<file path="config.mk">
export PLATFORM = sky130hd
export DESIGN_NAME = rtos_tree
export DESIGN_NICKNAME = d
export VERILOG_FILES = /design/src/rtl/rtos_pkg.sv /design/src/rtl/rtos_tree.sv
export SDC_FILE = /design/constraint.sdc
export NUM_CORES = 1
export LEC_CHECK = 0
export ABC_AREA = 1
export BUFFER_PORTS_ARGS = -buffer_cell sky130_fd_sc_hd__buf_4
export CAP_MARGIN = 0
export CELL_PAD_IN_SITES_DETAIL_PLACEMENT = 1
export CELL_PAD_IN_SITES_GLOBAL_PLACEMENT = 1
export CORE_AREA = 2 2 427 429
export CTS_CLUSTER_SIZE = 40
export DETAILED_ROUTE_END_ITERATION = 10
export DIE_AREA = 0 0 429 431
export PLACE_DENSITY_LB_ADDON = 0.12
export SLEW_MARGIN = 25
export SYNTH_ARGS = -nofsm -noshare
export SYNTH_HDL_FRONTEND = slang
export SYNTH_SLANG_ARGS = --single-unit
</file>
<file path="constraint.sdc">
create_clock -name clk -period 1.6 [get_ports clk]
set_input_delay 0.08 -clock clk [delete_from_list [all_inputs] [get_ports clk]]
set_output_delay 0.08 -clock clk [all_outputs]
set_load 0.01 [all_outputs]
</file>
<file path="src/rtl/rtos_pkg.sv">
// ----------------------------------------------------------------------------
// rtos_pkg
// Shared types, codes and elaboration helpers for the rectangle table search.
// ----------------------------------------------------------------------------
package rtos_pkg;

  localparam int RTOS_MAX_RECTS = 64;
  localparam int RTOS_RADIX     = 8;

  localparam logic [1:0] OP_ADD     = 2'd0;
  localparam logic [1:0] OP_REMOVE  = 2'd1;
  localparam logic [1:0] OP_OVERLAP = 2'd2;
  localparam logic [1:0] OP_CONTAIN = 2'd3;

  localparam logic [1:0] ST_OK        = 2'd0;
  localparam logic [1:0] ST_FULL      = 2'd1;
  localparam logic [1:0] ST_BAD_INDEX = 2'd2;

  typedef struct packed {
    logic [15:0] left;
    logic [15:0] top;
    logic [15:0] right;
    logic [15:0] bottom;
    logic [15:0] tag;
  } rect_t;

  // For an overlap query the corners are already put in order.
  typedef struct packed {
    logic        overlap;
    logic [15:0] x1;
    logic [15:0] y1;
    logic [15:0] x2;
    logic [15:0] y2;
  } query_t;

  typedef struct packed {
    logic live;
    logic load;
    logic shift;
  } cell_ctrl_t;

  // Number of radix-8 reduction levels needed to bring n nodes down to one.
  function automatic int tree_levels(input int n);
    int c;
    int l;
    c = n;
    l = 0;
    for (int s = 0; s < 12; s++) begin
      if (c > 1) begin
        c = (c + RTOS_RADIX - 1) >> 3;
        l = l + 1;
      end
    end
    return l;
  endfunction

  // Number of nodes present at reduction level k.
  function automatic int level_count(input int n, input int k);
    int c;
    c = n;
    for (int s = 0; s < 12; s++) begin
      if (s < k) begin
        c = (c + RTOS_RADIX - 1) >> 3;
      end
    end
    return c;
  endfunction

endpackage

</file>
<file path="src/rtl/rtos_tree.sv">
// ----------------------------------------------------------------------------
// rtos_tree
// Registered radix-8 priority tree that picks the lowest-numbered hit cell
// and carries its position and tag to the root.
// ----------------------------------------------------------------------------
module rtos_tree
  import rtos_pkg::*;
#(
  parameter int COUNT = RTOS_MAX_RECTS,
  parameter int IW    = $clog2(RTOS_MAX_RECTS)
) (
  input  logic          clk,
  input  logic [COUNT-1:0] leaf_hit,
  input  logic [15:0]   leaf_tile [COUNT],
  output logic          root_hit,
  output logic [IW-1:0] root_index,
  output logic [15:0]   root_tile
);

  localparam int TL = tree_levels(COUNT);

  logic          node_hit   [TL+1][COUNT];
  logic [IW-1:0] node_index [TL+1][COUNT];
  logic [15:0]   node_tile  [TL+1][COUNT];

  for (genvar g = 0; g < COUNT; g++) begin : g_leaf
    assign node_hit[0][g]   = leaf_hit[g];
    assign node_index[0][g] = IW'(g);
    assign node_tile[0][g]  = leaf_tile[g];
  end

  for (genvar k = 1; k <= TL; k++) begin : g_level
    localparam int NODES = level_count(COUNT, k);
    localparam int CHILD = level_count(COUNT, k - 1);
    for (genvar g = 0; g < NODES; g++) begin : g_node
      logic          cand_hit   [RTOS_RADIX];
      logic [IW-1:0] cand_index [RTOS_RADIX];
      logic [15:0]   cand_tile  [RTOS_RADIX];
      logic          sel_hit;
      logic [IW-1:0] sel_index;
      logic [15:0]   sel_tile;

      for (genvar j = 0; j < RTOS_RADIX; j++) begin : g_child
        if (RTOS_RADIX * g + j < CHILD) begin : g_real
          assign cand_hit[j]   = node_hit[k-1][RTOS_RADIX*g+j];
          assign cand_index[j] = node_index[k-1][RTOS_RADIX*g+j];
          assign cand_tile[j]  = node_tile[k-1][RTOS_RADIX*g+j];
        end else begin : g_none
          assign cand_hit[j]   = 1'b0;
          assign cand_index[j] = '0;
          assign cand_tile[j]  = '0;
        end
      end

      // Walk from the top child down so the lowest hit wins.
      always_comb begin
        sel_hit   = 1'b0;
        sel_index = '0;
        sel_tile  = '0;
        for (int j = RTOS_RADIX - 1; j >= 0; j--) begin
          if (cand_hit[j]) begin
            sel_hit   = 1'b1;
            sel_index = cand_index[j];
            sel_tile  = cand_tile[j];
          end
        end
      end

      always_ff @(posedge clk) begin
        node_hit[k][g]   <= sel_hit;
        node_index[k][g] <= sel_index;
        node_tile[k][g]  <= sel_tile;
      end
    end
  end

  assign root_hit   = node_hit[TL][0];
  assign root_index = node_index[TL][0];
  assign root_tile  = node_tile[TL][0];

endmodule

</file>
==> run summary, run 1 <==
Cells and area
- layout-stage area growth over the synthesis result: 99.1%
- highest-count cells in the layout ignoring fill and taps: nand2_1 (1504), buf_4 (1280), nor2_1 (602), dlygate4sd3_1 (339), a21oi_1 (210)
- Final #Nets: 5677
- filler cell count in the final layout: 22422
- share of layout cells above drive strength 1: 30.1%
- post-route cell area: 0.0321 sq mm
- most common library cell in the layout ignoring fill and taps: nand2_1
- non-filler cells, final: 6989

Drt
- drt pass-1 iters: 5
- routed via count: 25490
- count of antenna-violating nets left after detailed routing: 0
- Avg Vias per Cell: 3.65
- aggregate routed wire length: 159000 um
- 1st-iter DRT viols: 1030
- Remaining DRCs: 0
- Avg WL per Cell: 22.8 um

Logic synthesis
- Yosys reg bits: 183
- nets in the synthesized netlist: 4228
- post-synthesis area per instance: 5.13 sq um
- Post-Synthesis Cell Area: 0.0161 sq mm
- Distinct cells, synth: 22
- sequential element share of the synthesized area: 22.7%
- Synth Warn #: 0
- Mapped Cells: 3139

Worst setup path
- end of the worst register-to-register path: root_tile[5]$_DFF_P_
- depth of the worst register-to-register path: 7
- Worst setup endpoint: g_level[2].g_node[0].cand_tile[32]$_DFF_P_
- Levels on crit path: 6
- CP Class: in2reg
- buffers and inverters on the worst path: 4
- R2R Setup Slk: 0.14 ns
- highest net fanout along the worst path: 1
- list of cells traversed by the critical path: dlygate4sd3_1, buf_4, nand2_1, dlygate4sd3_1, nand2_1, dlygate4sd3_1
- launching element of the worst setup path: leaf_tile[368]
- Crit path arrival time: 1.98 ns
- Critical Path Start Type: primary input
- Most common cell on crit path: dlygate4sd3_1
- Worst setup EP type: flip-flop
- reg-to-reg startpoint: g_level[2].g_node[0].cand_index[15]$_SDFF_PP1_
- category of cells accounting for the largest share of critical-path delay: buffers and inverters
- critical path data required time: 1.98 ns
- CP max-delay cell: dlygate4sd3_1
- Slowest Stage Delay on Critical Path: 0.56 ns

Floorplanning
- die outline width: 429 um
- overall die height: 431 um
- starting density of the core: 8.95%
- core box area: 0.180 sq mm
- I/O Pins: 1112
- row count: 156
- die area: 0.185 sq mm

Power and ir drop
- total power after layout: 17.3 mW
- Peak VDD IR: 0.000453 V
- areal power density over the cells: 538 mW/mm^2
- Leak: 15.7 nW

Placed design
- cell area after placement: 0.0279 sq mm
- Post-DP HPWL: 141000 um
- routability-driven placement congestion ratio: 0.852
- number of cells in the design after placement: 6595
- number of buffers added on ports: 1111

Global route
- global-route wire length before repair: 219000 um
- maximum number of pins on one net before global-route repair: 27
- initial antenna violation count: 34
- overall global routing resource usage: 16.7%
- number of global-route vias before repair: 28272
- gr ovfl total: 0

CTS
- insertion delay to the later sink of the worst-skew pair: 0.50 ns
- number of sinks handled by clock tree synthesis: 183
- Bufs on Longest Clock Path: 2
- TritonCTS clock tree: built
- TritonCTS Buffers: 17
- CTS H-Tree Depth: 4
- clk root buf: clkbuf_16
- clock transition at the registers of the reported paths: 0.08 ns

Worst hold path
- Hold Crit Depth: 5
- Hold/Removal Path Class: in2reg

STA
- shortest clock period the worst path allows after layout: 1.59 ns
- total count of hold-check failures in the final report: 0
- Fmax: 628 MHz
- worst slew margin relative to its limit: 52.8%
- final-layout setup total negative slack: 0 ns
- count of final max-slew check failures: 0
- Setup-failing EPs final: 0
- Clock Skew: 0.0128 ns
- final clock period utilization by the worst path: 99.5%
- Tightest Pin Transition: 0.708 ns
- RSZ-0062 raised after global routing: no

Status
- status: finished, final reports clean

Run
- maxcap violations: 0

sequential cells by signal, summed over array words and instances, names as in the netlist:
signal,cells
g_level.g_node.cand_index,29
g_level.g_node.cand_tile,128
g_level.g_node.cand_hit,3
root_index,6
root_hit,1
root_tile,16
how the worst min path moves through the flow:
stage                   start                                           to
2_1_floorplan  leaf_tile[894]  g_level[2].g_node[0].cand_tile[110]$_DFF_P_
3_3_place_gp   leaf_tile[638]   g_level[2].g_node[0].cand_tile[78]$_DFF_P_
3_5_place_dp   leaf_tile[638]   g_level[2].g_node[0].cand_tile[78]$_DFF_P_
4_1_cts        leaf_tile[449]   g_level[2].g_node[0].cand_tile[49]$_DFF_P_
5_1_grt        leaf_tile[584]   g_level[2].g_node[0].cand_tile[72]$_DFF_P_
6_report       leaf_tile[322]   g_level[2].g_node[0].cand_tile[34]$_DFF_P_
final cells by class:
class                      instances  area [sq um]  share of cell area [%]
sequential                       183          3670                    11.4
tap                             2370          2970                    9.24
timing repair inverter             1          5.00                  0.0156
antenna                           18          45.0                   0.140
clock buffer                      18           429                    1.34
multi-input combinational       2684         11100                    34.6
inverter                          58           225                   0.702
clock inverter                    14           205                   0.640
timing repair buffer            1643         13400                    41.9
layer usage:
metal / wire, um / vias up / GRT usage (%) / part of all wire (%)
met2: 86300 / 588 / 32.5 / 54
met5: 140 / - / 0 / 0.088
li1: - / 12807 / - / -
met1: 63400 / 11966 / 18.6 / 40
met4: 2860 / 22 / 3.67 / 1.8
met3: 6390 / 107 / 3.08 / 4.0
worst register-to-register path, cell delays in order, from the launching register on:
cell	delay, ns
dfxtp_1	0.34
buf_4	0.23
a21oi_1	0.21
nand2_1	0.14
nand2_1	0.21
nand2_1	0.09
nand2_1	0.09
nand2_1	0.05
logic make-up (layout without fill, tap and decap cells):
family | after synthesis | in the layout | synth area share [%]
AND/OR/NAND/NOR | 2311 | 2311 | 55.7
AO/OA/AOI/OAI | 373 | 373 | 13.1
buffers and inverters | 272 | 1734 | 8.49
flip-flops | 183 | 183 | 22.7
other | 0 | 18 | 0
cells in the mapped netlist:
master / n / share of area (%)
nand2_1: 1504 / 35
nor2_1: 603 / 14
a21oi_1: 210 / 6.5
dfxtp_1: 183 / 23
nand3_1: 153 / 4.8
a31oi_1: 111 / 4.3
buf_2: 88 / 2.7
clkbuf_1: 70 / 1.6
a22oi_1: 43 / 2.0
inv_1: 25 / 0.58
buf_4: 24 / 1.1
buf_6: 18 / 1.3
clkinv_1: 18 / 0.42
nor3_1: 18 / 0.56
nor2_2: 17 / 0.66
inv_2: 15 / 0.35
buf_1: 13 / 0.30
or2_1: 8 / 0.31
or2_2: 8 / 0.31
o21ai_0: 6 / 0.19
o21ai_1: 3 / 0.093
buf_8: 1 / 0.093
stage by stage:
step                hold slack (ns)  worst slack [ns]  utilization [%]
finish                     0.000367           0.00739             17.8
global route                0.00709           0.00745             17.8
CTS                        0.000308            0.0118             17.8
detailed placement            0.280           -0.0425             15.5
global placement              0.283           -0.0852             15.5
floorplan                     0.186             0.413                -
power breakdown:
group          leakage (nW)  switching, mW  internal [mW]
clock network         0.311           2.44           2.54
logic                  13.8           3.42           3.67
registers              1.53          0.266           4.95
total                  15.7           6.12           11.2
timing repair:
action	CTS	global route
endpoints found under the hold margin	129	4
hold buffers	342	4
buffers inserted	0	4
setup endpoints to repair	1	21
gates cloned	0	1
gates resized for setup	1	10
Note: power is estimated with default switching activity, not from simulation.
==> run 2: changes to the inputs <==
--- a/config.mk
+++ b/config.mk
@@ -14,7 +14,7 @@
 export CTS_CLUSTER_SIZE = 40
 export DETAILED_ROUTE_END_ITERATION = 10
 export DIE_AREA = 0 0 429 431
-export PLACE_DENSITY_LB_ADDON = 0.12
+export PLACE_DENSITY_LB_ADDON = 0.15
 export SLEW_MARGIN = 25
 export SYNTH_ARGS = -nofsm -noshare
 export SYNTH_HDL_FRONTEND = slang
==> run summary, run 2 (synthesis results as in run 1) <==
STA
- worst slew margin relative to its limit: 56.2%
- count of final max-slew check failures: 0
- Fmax: 620 MHz
- total count of hold-check failures in the final report: 1
- final clock period utilization by the worst path: 101%
- final hold slack: -0.0364 ns
- shortest clock period the worst path allows after layout: 1.61 ns
- setup ws final: -0.0119 ns
- Tightest Pin Transition: 0.657 ns
- Setup-failing EPs final: 1
- Clock Skew: 0.0204 ns
- RSZ-0062 raised after global routing: no

Power and ir drop
- power share of the sequential group: 31.0%
- internal power contribution: 10.6 mW
- areal power density over the cells: 527 mW/mm^2
- total power after layout: 16.8 mW
- net load switching power: 6.16 mW
- Sw Share: 36.7%
- Peak VDD IR: 0.000913 V
- power share of the clock group: 26.9%
- Leak: 15.6 nW
- Comb pwr share: 42.0%

Worst setup path
- Critical Path Start Type: primary input
- Worst setup EP type: flip-flop
- CP max-delay cell: dlygate4sd3_1
- highest net fanout along the worst path: 1
- CP Class: in2reg
- Slowest Stage Delay on Critical Path: 0.56 ns
- reg-to-reg startpoint: g_level[2].g_node[0].cand_index[15]$_SDFF_PP1_
- list of cells traversed by the critical path: dlygate4sd3_1, buf_4, nand2_1, dlygate4sd3_1, nand2_1, dlygate4sd3_1
- depth of the worst register-to-register path: 8
- Crit path arrival time: 2.00 ns
- critical path data required time: 1.99 ns
- buffers and inverters on the worst path: 4
- Most common cell on crit path: dlygate4sd3_1
- end of the worst register-to-register path: root_tile[15]$_DFF_P_
- category of cells accounting for the largest share of critical-path delay: buffers and inverters
- R2R Setup Slk: 0.07 ns

Placed design
- routability-driven placement congestion ratio: 0.866
- Post-DP HPWL: 139000 um
- number of buffers added on ports: 1111
- Setup WS pre-CTS: -0.238 ns

Floorplanning
- die area: 0.185 sq mm
- row count: 156
- core box area: 0.180 sq mm
- overall die height: 431 um
- I/O Pins: 1112
- die outline width: 429 um
- starting density of the core: 8.95%

CTS
- CTS H-Tree Depth: 4
- clock transition at the registers of the reported paths: 0.09 ns
- TritonCTS clock tree: built
- clk root buf: clkbuf_16
- TritonCTS Buffers: 17
- insertion delay to the later sink of the worst-skew pair: 0.52 ns
- number of sinks handled by clock tree synthesis: 183
- Bufs on Longest Clock Path: 2

Global route
- GRT busiest layer: met2
- global-route wire length before repair: 215000 um
- gr ovfl total: 0
- maximum number of pins on one net before global-route repair: 31
- met1 layer usage reported by global route: 18.8%
- met3 global-route usage: 3.04%
- met2 track demand over resource in global routing: 31.4%
- initial antenna violation count: 33
- overall global routing resource usage: 16.5%
- number of global-route vias before repair: 27828

Drt
- 1st-iter DRT viols: 1075
- drt pass-1 iters: 5
- aggregate routed wire length: 158000 um
- count of antenna-violating nets left after detailed routing: 0
- routed via count: 25550
- Avg Vias per Cell: 3.67
- Remaining DRCs: 0
- Avg WL per Cell: 22.7 um

Cells and area
- number of flip-flops in the largest register: 128
- Final #Nets: 5649
- share of layout cells above drive strength 1: 30.2%
- highest-count cells in the layout ignoring fill and taps: nand2_1 (1497), buf_4 (1259), nor2_1 (602), dlygate4sd3_1 (324), a21oi_1 (209)
- share of the core filled with cells: 17.7%
- most common library cell in the layout ignoring fill and taps: nand2_1
- layout-stage area growth over the synthesis result: 97.7%

Status
- status: finished with violations
- violations in the final reports: hold timing, setup timing

Worst hold path
- terminating pin of the worst hold path: g_level[2].g_node[0].cand_tile[38]$_DFF_P_
- Hold Crit Depth: 5
- Hold/Removal Path Class: in2reg
- launch point of the worst hold path: leaf_tile[326]

Run
- maxcap violations: 0

-- run 2: cell types whose count changed in the layout (fill, tap and decap cells not counted), moves of 2 or more --
cell,delta
buf_4,-21
dlygate4sd3_1,-15
diode_2,-8
nand2_1,-7
nand2_2,+7
buf_12,+5
bufinv_16,-3
clkinvlp_4,+3
dlymetal6s4s_1,+3
dfxtp_1,-2
dfxtp_2,+2
-- run 2: through the flow --
step | cell area [sq um] | std cells | setup TNS [ns] | hold slack, ns
5_1_grt | 31900 | 6952 | 0 | 0.0135
3_3_place_gp | 27900 | 6576 | -2.08 | 0.286
2_1_floorplan | 16100 | 3139 | 0 | 0.186
6_report | 31900 | 6953 | -0.0119 | -0.0364
4_1_cts | 31800 | 6942 | 0 | 0.00179
3_5_place_dp | 27900 | 6576 | -1.80 | 0.284
-- run 2: repair_timing --
| action | CTS | global route |
|---|---|---|
| hold endpoints to repair | 137 | 3 |
| hold buffers | 331 | 4 |
| buffers inserted | 2 | 5 |
| gates resized for setup | 13 | 14 |
| setup endpoints to repair | 17 | 34 |
| cloned | 1 | 0 |
-- run 2: worst max path at each step --
stage / from / endpoint / slack (ns) / cells past startpoint
floorplan: g_level[2].g_node[0].cand_index[27]$_SDFF_PP1_ / root_tile[13]$_DFF_P_ / 0.41 / 9
global placement: g_level[2].g_node[0].cand_index[15]$_SDFF_PP1_ / root_tile[15]$_DFF_P_ / -0.21 / 7
detailed placement: g_level[2].g_node[0].cand_index[15]$_SDFF_PP1_ / root_tile[15]$_DFF_P_ / -0.24 / 7
CTS: g_level[2].g_node[0].cand_index[10]$_SDFF_PP1_ / root_tile[8]$_DFF_P_ / 0.007 / 10
global route: leaf_tile[505] / g_level[2].g_node[0].cand_tile[57]$_DFF_P_ / 0.003 / 6
finish: leaf_tile[498] / g_level[2].g_node[0].cand_tile[50]$_DFF_P_ / -0.01 / 6
-- run 2: power by group through the flow --
stage,logic [mW],clock network [mW],registers (mW)
floorplan,2.37,0,5.15
detailed placement,6.35,0,5.35
finish,7.06,4.53,5.21
global placement,6.37,0,5.37
global route,7.74,4.97,5.27
CTS,7.21,4.84,5.25
-- run 2: layout make-up --
class / count / area (sq um)
timing repair buffer: 1615 / 13300
multi-input combinational: 2684 / 11100
fill: 22521 / 148000
timing repair inverter: 1 / 7.51
clock buffer: 17 / 425
clock inverter: 15 / 158
sequential: 183 / 3670
antenna: 10 / 25.0
inverter: 58 / 228
tap: 2370 / 2970
-- run 2: tightest hold or removal path, stage by stage --
cell and delay (ns):
buf_4 0.08, a31oi_1 0.07, nand2_1 0.05, nand2_1 0.05, nand2_1 0.11
-- run 2: per-layer routing --
| layer | vias up | routed length, um |
|---|---|---|
| met3 | 104 | 6590 |
| li1 | 12742 | - |
| met4 | 24 | 2820 |
| met2 | 638 | 84300 |
| met5 | - | 150 |
| met1 | 12042 | 64000 |
