$ cat config.mk
export PLATFORM = sky130hd
export DESIGN_NAME = rtos_cell
export DESIGN_NICKNAME = d
export VERILOG_FILES = /design/src/rtl/rtos_pkg.sv /design/src/rtl/rtos_cell.sv
export SDC_FILE = /design/constraint.sdc
export NUM_CORES = 1
export LEC_CHECK = 0
export BUFFER_PORTS_ARGS = -buffer_cell sky130_fd_sc_hd__buf_2
export CAP_MARGIN = 20
export CORE_UTILIZATION = 45
export CTS_BUF_LIST = sky130_fd_sc_hd__clkbuf_8
export CTS_CLUSTER_DIAMETER = 80
export DETAILED_ROUTE_END_ITERATION = 16
export PLACE_DENSITY = 0.87
export RECOVER_POWER = 50
export SLEW_MARGIN = 25
export SYNTH_ARGS = -nofsm -noshare
export SYNTH_HDL_FRONTEND = slang
export SYNTH_SLANG_ARGS = --single-unit
$ cat constraint.sdc
create_clock -name clk -period 2.81 [get_ports clk]
set_input_delay 0.562 -clock clk [delete_from_list [all_inputs] [get_ports clk]]
set_output_delay 0.562 -clock clk [all_outputs]
set_load 0.02 [all_outputs]
$ cat src/rtl/rtos_pkg.sv
// ----------------------------------------------------------------------------
// rtos_pkg
// Shared types, codes and elaboration helpers for the rectangle table search.
// ----------------------------------------------------------------------------
package rtos_pkg;

  localparam int RTOS_MAX_RECTS = 64;
  localparam int RTOS_RADIX     = 8;

  localparam logic [1:0] OP_ADD     = 2'd0;
  localparam logic [1:0] OP_REMOVE  = 2'd1;
  localparam logic [1:0] OP_OVERLAP = 2'd2;
  localparam logic [1:0] OP_CONTAIN = 2'd3;

  localparam logic [1:0] ST_OK        = 2'd0;
  localparam logic [1:0] ST_FULL      = 2'd1;
  localparam logic [1:0] ST_BAD_INDEX = 2'd2;

  typedef struct packed {
    logic [15:0] left;
    logic [15:0] top;
    logic [15:0] right;
    logic [15:0] bottom;
    logic [15:0] tag;
  } rect_t;

  // For an overlap query the corners are already put in order.
  typedef struct packed {
    logic        overlap;
    logic [15:0] x1;
    logic [15:0] y1;
    logic [15:0] x2;
    logic [15:0] y2;
  } query_t;

  typedef struct packed {
    logic live;
    logic load;
    logic shift;
  } cell_ctrl_t;

  // Number of radix-8 reduction levels needed to bring n nodes down to one.
  function automatic int tree_levels(input int n);
    int c;
    int l;
    c = n;
    l = 0;
    for (int s = 0; s < 12; s++) begin
      if (c > 1) begin
        c = (c + RTOS_RADIX - 1) >> 3;
        l = l + 1;
      end
    end
    return l;
  endfunction

  // Number of nodes present at reduction level k.
  function automatic int level_count(input int n, input int k);
    int c;
    c = n;
    for (int s = 0; s < 12; s++) begin
      if (s < k) begin
        c = (c + RTOS_RADIX - 1) >> 3;
      end
    end
    return c;
  endfunction

endpackage

$ cat src/rtl/rtos_cell.sv
// ----------------------------------------------------------------------------
// rtos_cell
// One table entry: holds a rectangle and its tag, appends, shifts down from
// its upper neighbor on remove, and compares itself against the query.
// ----------------------------------------------------------------------------
module rtos_cell
  import rtos_pkg::*;
(
  input  logic       clk,
  input  cell_ctrl_t ctrl,
  input  rect_t      add_data,
  input  rect_t      upper_data,
  input  query_t     query,
  output rect_t      data,
  output logic       hit
);

  logic overlap_hit;
  logic contain_hit;

  always_ff @(posedge clk) begin
    if (ctrl.load) begin
      data <= add_data;
    end else if (ctrl.shift) begin
      data <= upper_data;
    end
  end

  assign overlap_hit = !(query.x1 > data.right || query.x2 < data.left ||
                         query.y1 > data.bottom || query.y2 < data.top);
  assign contain_hit = query.x1 >= data.left && query.x2 <= data.right &&
                       query.y1 >= data.top && query.y2 <= data.bottom;

  assign hit = ctrl.live && (query.overlap ? overlap_hit : contain_hit);

endmodule

==> results of run 1 <==
kinds of logic after synthesis:
| logic type | synth area share |
|---|---|
| buffers and inverters | 0.0467 |
| flip-flops | 0.383 |
| AO/OA/AOI/OAI | 0.108 |
| adder cells (fa/ha/maj) | 0.251 |
| AND/OR/NAND/NOR | 0.0670 |
| multiplexers | 0.144 |
report_power, final:
part / internal, mW / switching, mW / total [mW]
logic: 0.607 / 0.785 / 1.39
registers: 1.47 / 0.0772 / 1.55
clock network: 0.431 / 0.487 / 0.918
worst min path at each step:
stage | from | to | cells after the start
after global routing | upper_data[4] | data[4] | 2
after detailed placement | add_data[6] | data[6] | 2
final | upper_data[30] | data[30] | 2
after global placement | add_data[25] | data[25] | 2
after CTS | upper_data[30] | data[30] | 2
after floorplan | upper_data[77] | data[77] | 1
stage by stage:
step	power, mW	util	cells	TNS, ps	setup WS [ps]
4_1_cts	3.87	0.636	1077	-279	-279
3_3_place_gp	2.84	0.612	1053	-257	-257
5_1_grt	4.09	0.637	1084	-413	-413
6_report	3.86	0.637	1084	-286	-286
2_1_floorplan	2.33	-	555	0	148
3_5_place_dp	2.90	0.612	1053	-296	-296
cells in the final DEF (no fill, tap or decap), types with 5 or more instances in the layout:
master    instances
o211ai_1          6
inv_2             5
buf_4            33
mux2_2           77
a21o_1           11
nor2_1           12
o21ai_0          17
nand2_1          27
nand3_1          10
buf_2           242
a21oi_1          45
clkbuf_8          9
edfxtp_1         80
inv_1            64
ha_1            122
nand4_1          13
clkbuf_1         66
cell type report:
| class | instances | share of cell area |
|---|---|---|
| Inverter | 69 | 0.0304 |
| Clock inverter | 7 | 0.0101 |
| Sequential cell | 80 | 0.282 |
| Multi-Input combinational cell | 397 | 0.433 |
| Clock buffer | 9 | 0.0145 |
| Tap cell | 176 | 0.0258 |
| Antenna cell | 1 | 0.000293 |
| Timing Repair Buffer | 345 | 0.205 |
layer usage:
| layer | global-route usage | vias up | share of wire |
|---|---|---|---|
| met2 | 0.508 | 247 | 0.53 |
| met5 | 0 | - | 0 |
| li1 | - | 2799 | - |
| met1 | 0.283 | 2645 | 0.38 |
| met4 | 0.0961 | 0 | 0.024 |
| met3 | 0.0680 | 37 | 0.062 |
repair_timing:
| item | in CTS | in global routing |
|---|---|---|
| cloned | 0 | 0 |
| pin swaps | 7 | 7 |
| endpoints found under the setup margin | 1 | 1 |
| buffers inserted | 8 | 6 |
| gates resized for setup | 14 | 9 |
==> impl_metrics.env, run 1 <==
export IMPL_drtIter0Drc=286
export IMPL_max_cap_violations=0
export IMPL_avgSynthCellArea_um2=11.3
export IMPL_grt_pass1_vias=6030
export IMPL_io_pins=310
export IMPL_finalInstanceArea_um2=8530
export IMPL_die_area_um2=14400
export IMPL_start_kind="flip-flop"
export IMPL_tightest_slew_ps=1090
export IMPL_slew_viol_final=0
export IMPL_synthToLayoutAreaGrowth_pct=36.1
export IMPL_grt_max_degree=81
export IMPL_critPathKind="flip-flop to output pin"
export IMPL_hold_class="primary input to flip-flop"
export IMPL_path_clk_slew_ps=100
export IMPL_num_rows=42
export IMPL_peakVddDrop_mv=0.430
export IMPL_cts_sinks=80
export IMPL_ys_seq_area_frac=0.383
export IMPL_end_kind="output pin"
export IMPL_fin_crit_ps=3100
export IMPL_violations="setup timing"
export IMPL_synth_ff_type="edfxtp_1"
export IMPL_crit_chain="inv_2, ha_4, and4_4, o2111ai_2, or4_4, a31oi_4, o211ai_1, o22ai_2, buf_6"
export IMPL_timing_critical_path_buf_inv=2
export IMPL_largest_reg_flops=80
export IMPL_reg_top3="data x80"
export IMPL_drt_antenna_violating_nets=0
export IMPL_drt_wl_total_um=19300
export IMPL_coreArea_um2=13400
export IMPL_layout_setup_ws_ps=-286
export IMPL_ff_latch_area_um2=2400
export IMPL_cts_buffers=9
export IMPL_clockBufferDepth=2
export IMPL_crit_family="simple AND/OR/NAND/NOR gates"
export IMPL_grt_use_total=0.268
export IMPL_synth_most_common_cell="ha_1"
export IMPL_endpoint="hit"
export IMPL_nNetsFinal=1257
export IMPL_root_buffer="clkbuf_8"
export IMPL_die_w_um=120
export IMPL_power_density_nw_per_um2=452
export IMPL_fp_dieH_um=120
export IMPL_gr_total_overflow=0
export IMPL_dp_hpwl_um=15800
export IMPL_holdWs_ps=478
export IMPL_startpoint="data[63]"
export IMPL_crit_path_max_fanout=3
export IMPL_cts_tree="done"
export IMPL_outcome="finished, violations left"
export IMPL_yosysUniqueCellTypes=40
export IMPL_initial_utilization=0.468
export IMPL_drive_gt1_frac=0.436
export IMPL_netlist_instances=555
export IMPL_finalHoldViolations=0
export IMPL_cts_max_level=3
export IMPL_fmax_ghz=0.323
export IMPL_cp_arrival_ps=2530
export IMPL_multi_input_area_um2=3690
export IMPL_n_fill_cell=1130
export IMPL_gp_congestion=0.973
export IMPL_slowest_stage="or4_4"
export IMPL_slowest_delay_ps=440
export IMPL_first_pass_iters=4
export IMPL_grt_pass1_wl_um=29300
export IMPL_cp_required_ps=2250
export IMPL_antenna_found_initial=1
export IMPL_synth_nets=910
export IMPL_largest_register="data"
export IMPL_routedWlPerCell_um=17.8
export IMPL_synth_area_um2=6270
export IMPL_placed_cell_area_um2=8200
export IMPL_drcViolationCount=0
export IMPL_synth_async_reset_ratio=0
export IMPL_synth_edf_count=80
export IMPL_yosysWarnings=0
export IMPL_synth_commonest_cells="ha_1 (126), edfxtp_1 (80), mux2_2 (80)"
export IMPL_rsz0062_at_grt="yes"
export IMPL_final_period_utilization=1.10
export IMPL_leakage_nw=4.16
export IMPL_yosys_top_cells_area="edfxtp_1 (38%), ha_1 (25%), mux2_2 (14%), inv_1 (4.1%), a21oi_1 (3.6%)"
export IMPL_routed_via_density=5.28
export IMPL_max_slew_margin=0.273
export IMPL_numPortBuffers=309
export IMPL_synth_top_area_cell="edfxtp_1"
export IMPL_path_depth=9
export IMPL_ctsHoldBuffers=0
export IMPL_vias=5728
export IMPL_setup_viol=1
export IMPL_synthDominantCellAreaShare=0.383
export IMPL_synth_ff_latch_count=80
No activity file was read; power rests on OpenSTA's default activity.
==> run 2: changes to the inputs <==
CORE_AREA = 2 2 121 123   (was not set)
CORE_UTILIZATION = not set   (was 45)
DIE_AREA = 0 0 123 125   (was not set)
PLACE_DENSITY = 0.82   (was 0.87)
==> run 2 against run 1 <==
The run ends with capacitance limit, slew limit, setup timing left; global-route usage is 2.5 points lower; cell count increased by 3.0%; critical path depth unchanged; sequential cell count did not move; hold slack got worse by 2.8 ps; critical path type unchanged; largest power group unchanged.
==> impl_metrics.env, run 2 (synthesized netlist as in run 1, its figures left out) <==
export IMPL_slew_viol_final=31
export IMPL_gp_congestion=0.889
export IMPL_rsz0062_at_grt="yes"
export IMPL_multi_input_area_um2=3730
export IMPL_die_area_um2=15400
export IMPL_violations="capacitance limit, slew limit, setup timing"
export IMPL_finalHoldViolations=0
export IMPL_grt_max_degree=53
export IMPL_max_cap_violations=1
export IMPL_vias=5753
export IMPL_io_pins=310
export IMPL_root_buffer="clkbuf_8"
export IMPL_layout_common_cells="buf_2 (284), ha_1 (118), edfxtp_1 (80)"
export IMPL_tightest_slew_ps=1700
export IMPL_ctsHoldBuffers=0
export IMPL_max_slew_margin=-0.136
export IMPL_grt_use_total=0.244
export IMPL_grt_pass1_vias=5998
export IMPL_end_kind="output pin"
export IMPL_path_clk_slew_ps=100
export IMPL_largest_register="data"
export IMPL_dp_hpwl_um=15300
export IMPL_drt_antenna_violating_nets=0
export IMPL_clockBufferDepth=2
export IMPL_antenna_found_initial=0
export IMPL_dp_cells=1085
export IMPL_initial_utilization=0.442
export IMPL_cts_tree="done"
export IMPL_die_w_um=123
export IMPL_cts_max_level=3
export IMPL_fp_dieH_um=125
export IMPL_setup_viol=1
export IMPL_largest_reg_flops=80
export IMPL_first_pass_iters=4
export IMPL_peakVddDrop_mv=0.445
export IMPL_p_int_mw=2.56
export IMPL_reg_top3="data x80"
export IMPL_fmax_ghz=0.321
export IMPL_final_period_utilization=1.11
export IMPL_layout_setup_ws_ps=-305
export IMPL_drive_gt1_frac=0.498
export IMPL_numPortBuffers=309
export IMPL_grt_pass1_wl_um=28800
export IMPL_outcome="finished, violations left"
export IMPL_power_frac_seq=0.394
export IMPL_final_cells=1116
export IMPL_num_rows=44
export IMPL_layout_commonest_cell="buf_2"
export IMPL_crit_path_max_fanout=2
export IMPL_startpoint="data[43]"
export IMPL_drcViolationCount=0
export IMPL_fin_crit_ps=3120
export IMPL_critPathKind="flip-flop to output pin"
export IMPL_cts_buffers=9
export IMPL_power_density_nw_per_um2=442
export IMPL_totalPowerFinal_mw=3.90
export IMPL_routed_via_density=5.16
export IMPL_synthToLayoutAreaGrowth_pct=40.5
export IMPL_cts_sinks=80
export IMPL_leakage_nw=4.38
export IMPL_final_setup_tns_ps=-305
export IMPL_cp_required_ps=2250
export IMPL_nNetsFinal=1282
export IMPL_ff_latch_area_um2=2400
export IMPL_switching_share=0.343
export IMPL_coreArea_um2=14200
export IMPL_n_fill_cell=1190
export IMPL_routedWlPerCell_um=16.5
export IMPL_drtIter0Drc=209
export IMPL_start_kind="flip-flop"
export IMPL_pwr_share_comb=0.373
export IMPL_holdWs_ps=475
export IMPL_hold_class="primary input to flip-flop"
export IMPL_drt_wl_total_um=18400
export IMPL_power_switching_mw=1.34
export IMPL_worstHoldStart="add_data[20]"
export IMPL_gr_total_overflow=0
export IMPL_pwr_share_clk=0.233
export IMPL_cp_arrival_ps=2550
export IMPL_insertedDiodeCount=0
-- run 2: changes by cell type in the layout (fill, tap and decap cells not counted), moves of 2 or more --
| cell | delta |
|---|---|
| buf_6 | +3 |
| ha_1 | -4 |
| buf_4 | +25 |
| clkbuf_1 | -42 |
| ha_4 | +4 |
| buf_2 | +42 |
| clkbuf_2 | -2 |
-- run 2: final cells by class --
| cell class | instances | area share |
|---|---|---|
| clock buffers | 9 | 0.0141 |
| flip-flops and latches | 80 | 0.273 |
| inverters | 69 | 0.0294 |
| clock inverters | 7 | 0.00895 |
| repair buffers | 370 | 0.226 |
| well taps | 184 | 0.0261 |
| multi-input cells | 397 | 0.423 |
-- run 2: per-layer routing --
metal | vias up | GRT usage | wire, µm
met5 | - | 0 | 0
li1 | 2842 | - | -
met4 | 0 | 0.0769 | 503
met2 | 235 | 0.455 | 9610
met3 | 37 | 0.0616 | 1330
met1 | 2639 | 0.265 | 6950
-- run 2: power by group through the flow --
stage	registers, mW	logic (mW)	clock network (mW)
floorplan	1.72	0.612	0
global placement	1.56	1.33	0
detailed placement	1.56	1.38	0
CTS	1.54	1.44	0.936
global route	1.55	1.63	0.987
finish	1.54	1.45	0.908
-- run 2: critical path, stage by stage, from the launching register on --
cell	delay, ps
edfxtp_1	440
inv_2	110
ha_4	200
and2_4	150
a221o_1	320
a221o_1	350
o31ai_2	90
o311ai_2	160
o22ai_2	220
buf_6	140
-- run 2: path summary, 6_finish.rpt --
kind                  cells past startpoint        to  slack, ps
worst max-delay path                      9       hit       -310
worst min-delay path                      2  data[20]        480
-- run 2: repair_timing --
| item | in CTS | in global routing |
|---|---|---|
| setup buffers | 11 | 5 |
| gates resized for setup | 19 | 8 |
| endpoints found under the setup margin | 1 | 1 |
| pin swaps | 11 | 5 |
-- run 2: metrics by stage --
| step | cell area (µm²) | worst slack [ps] | util |
|---|---|---|---|
| floorplan | 6270 | 148 | - |
| global placement | 8390 | -443 | 0.591 |
| detailed placement | 8390 | -445 | 0.591 |
| CTS | 8770 | -334 | 0.617 |
| global route | 8810 | -476 | 0.620 |
| finish | 8810 | -305 | 0.620 |
==> run 3: changes to the inputs <==
PLACE_DENSITY = 0.88   (was 0.82)
==> run 3 against run 2 <==
Hold slack better by 16 ps; combinational power is 4% lower; maximum frequency increased by 0.71%; sequential power hardly changed; sequential cell count is the same; routed wire length increased by 6.6%; cell count shrank 3.0%; first-iteration DRC count is 26% higher; clock power down 9.0%; the flow finishes with violations (setup timing).
==> impl_metrics.env, run 3 (synthesized netlist as in run 1, its figures left out) <==
export IMPL_slowest_stage="edfxtp_1"
export IMPL_grt_max_degree=81
export IMPL_cts_tree="done"
export IMPL_coreArea_um2=14200
export IMPL_multi_input_area_um2=3680
export IMPL_drt_antenna_violating_nets=0
export IMPL_fp_dieH_um=125
export IMPL_use_met1=0.318
export IMPL_critPathKind="flip-flop to output pin"
export IMPL_dp_hpwl_um=16400
export IMPL_synthToLayoutAreaGrowth_pct=35.4
export IMPL_cp_arrival_ps=2530
export IMPL_die_w_um=123
export IMPL_grt_pass1_wl_um=29600
export IMPL_layout_commonest_cell="buf_2"
export IMPL_slowest_delay_ps=440
export IMPL_path_clk_slew_ps=100
export IMPL_num_rows=44
export IMPL_grt_busiest_layer="met2"
export IMPL_crit_path_max_fanout=2
export IMPL_totalPowerFinal_mw=3.76
export IMPL_fin_crit_ps=3090
export IMPL_tightest_slew_ps=1220
export IMPL_crit_family="simple AND/OR/NAND/NOR gates"
export IMPL_max_slew_margin=0.189
export IMPL_largest_reg_flops=80
export IMPL_drcViolationCount=0
export IMPL_max_cap_violations=0
export IMPL_final_setup_tns_ps=-283
export IMPL_routedWlPerCell_um=18.1
export IMPL_startpoint="data[62]"
export IMPL_finalHoldViolations=0
export IMPL_drtIter0Drc=263
export IMPL_outcome="finished, violations left"
export IMPL_root_buffer="clkbuf_8"
export IMPL_io_pins=310
export IMPL_timing_critical_path_buf_inv=2
export IMPL_drive_gt1_frac=0.496
export IMPL_initial_utilization=0.442
export IMPL_cts_sinks=80
export IMPL_vias=5733
export IMPL_reg_top3="data x80"
export IMPL_cp_required_ps=2250
export IMPL_nNetsFinal=1245
export IMPL_worstHoldStart="upper_data[22]"
export IMPL_fmax_ghz=0.323
export IMPL_slew_viol_final=0
export IMPL_layout_setup_ws_ps=-283
export IMPL_first_pass_iters=7
export IMPL_hold_depth=2
export IMPL_numPortBuffers=309
export IMPL_rsz0062_at_grt="yes"
export IMPL_grt_use_total=0.252
export IMPL_crit_chain="inv_2, ha_4, and4_4, o2111ai_1, or4_1, a31oi_1, o211ai_1, o22ai_2, buf_6"
export IMPL_power_density_nw_per_um2=443
export IMPL_gr_total_overflow=0
export IMPL_ff_latch_area_um2=2400
export IMPL_met3_usage=0.0438
export IMPL_routed_via_density=5.30
export IMPL_grt_pass1_vias=6021
export IMPL_cts_buffers=9
export IMPL_leakage_nw=4.25
export IMPL_peakVddDrop_mv=0.379
export IMPL_end_kind="output pin"
export IMPL_gp_congestion=0.925
export IMPL_layout_common_cells="buf_2 (307), ha_1 (120), edfxtp_1 (80)"
export IMPL_antenna_found_initial=4
export IMPL_drt_wl_total_um=19600
export IMPL_path_depth=9
export IMPL_start_kind="flip-flop"
export IMPL_n_fill_cell=1207
export IMPL_largest_register="data"
export IMPL_clockBufferDepth=2
export IMPL_final_period_utilization=1.10
export IMPL_cts_max_level=3
export IMPL_setup_viol=1
export IMPL_hold_class="primary input to flip-flop"
export IMPL_use_met2=0.422
export IMPL_die_area_um2=15400
export IMPL_violations="setup timing"
==> run 3: per-layer routing <==
| metal | up-vias | wire, µm |
|---|---|---|
| met5 | - | 13 |
| met4 | 2 | 528 |
| met3 | 35 | 1350 |
| met2 | 255 | 9560 |
| met1 | 2662 | 8160 |
| li1 | 2779 | - |
==> run 3: path summary, 6_finish.rpt <==
check	endpoint
setup / recovery	hit
hold / removal	data[22]
==> run 3: cell type report <==
class,instances,share of cell area
multi-input combinational,397,0.434
sequential,80,0.283
timing repair buffer,333,0.204
inverter,69,0.0305
tap,184,0.0271
clock buffer,9,0.0146
clock inverter,7,0.00663
antenna,3,0.000884
==> run 3: metrics by stage <==
step | instances | area, µm² | utilization | hold WS [ps] | setup slack, ps
detailed placement | 1055 | 8160 | 0.575 | 867 | -156
global route | 1081 | 8490 | 0.597 | 476 | -355
finish | 1082 | 8490 | 0.598 | 491 | -283
floorplan | 555 | 6270 | - | 782 | 148
CTS | 1074 | 8410 | 0.592 | 468 | -265
global placement | 1055 | 8160 | 0.575 | 863 | -129
==> run 3: power breakdown <==
group	internal (mW)	total [mW]	switching, mW
registers	1.47	1.54	0.0735
logic	0.616	1.39	0.774
clock network	0.331	0.826	0.495
total	2.42	3.76	1.34
==> run 3: repair_timing <==
action / CTS / global route
hold endpoints to repair: 0 / 0
pin swaps: 5 / 10
setup endpoints to repair: 1 / 1
buffers inserted: 3 / 5
resized for setup: 10 / 13
hold buffers: 0 / 0
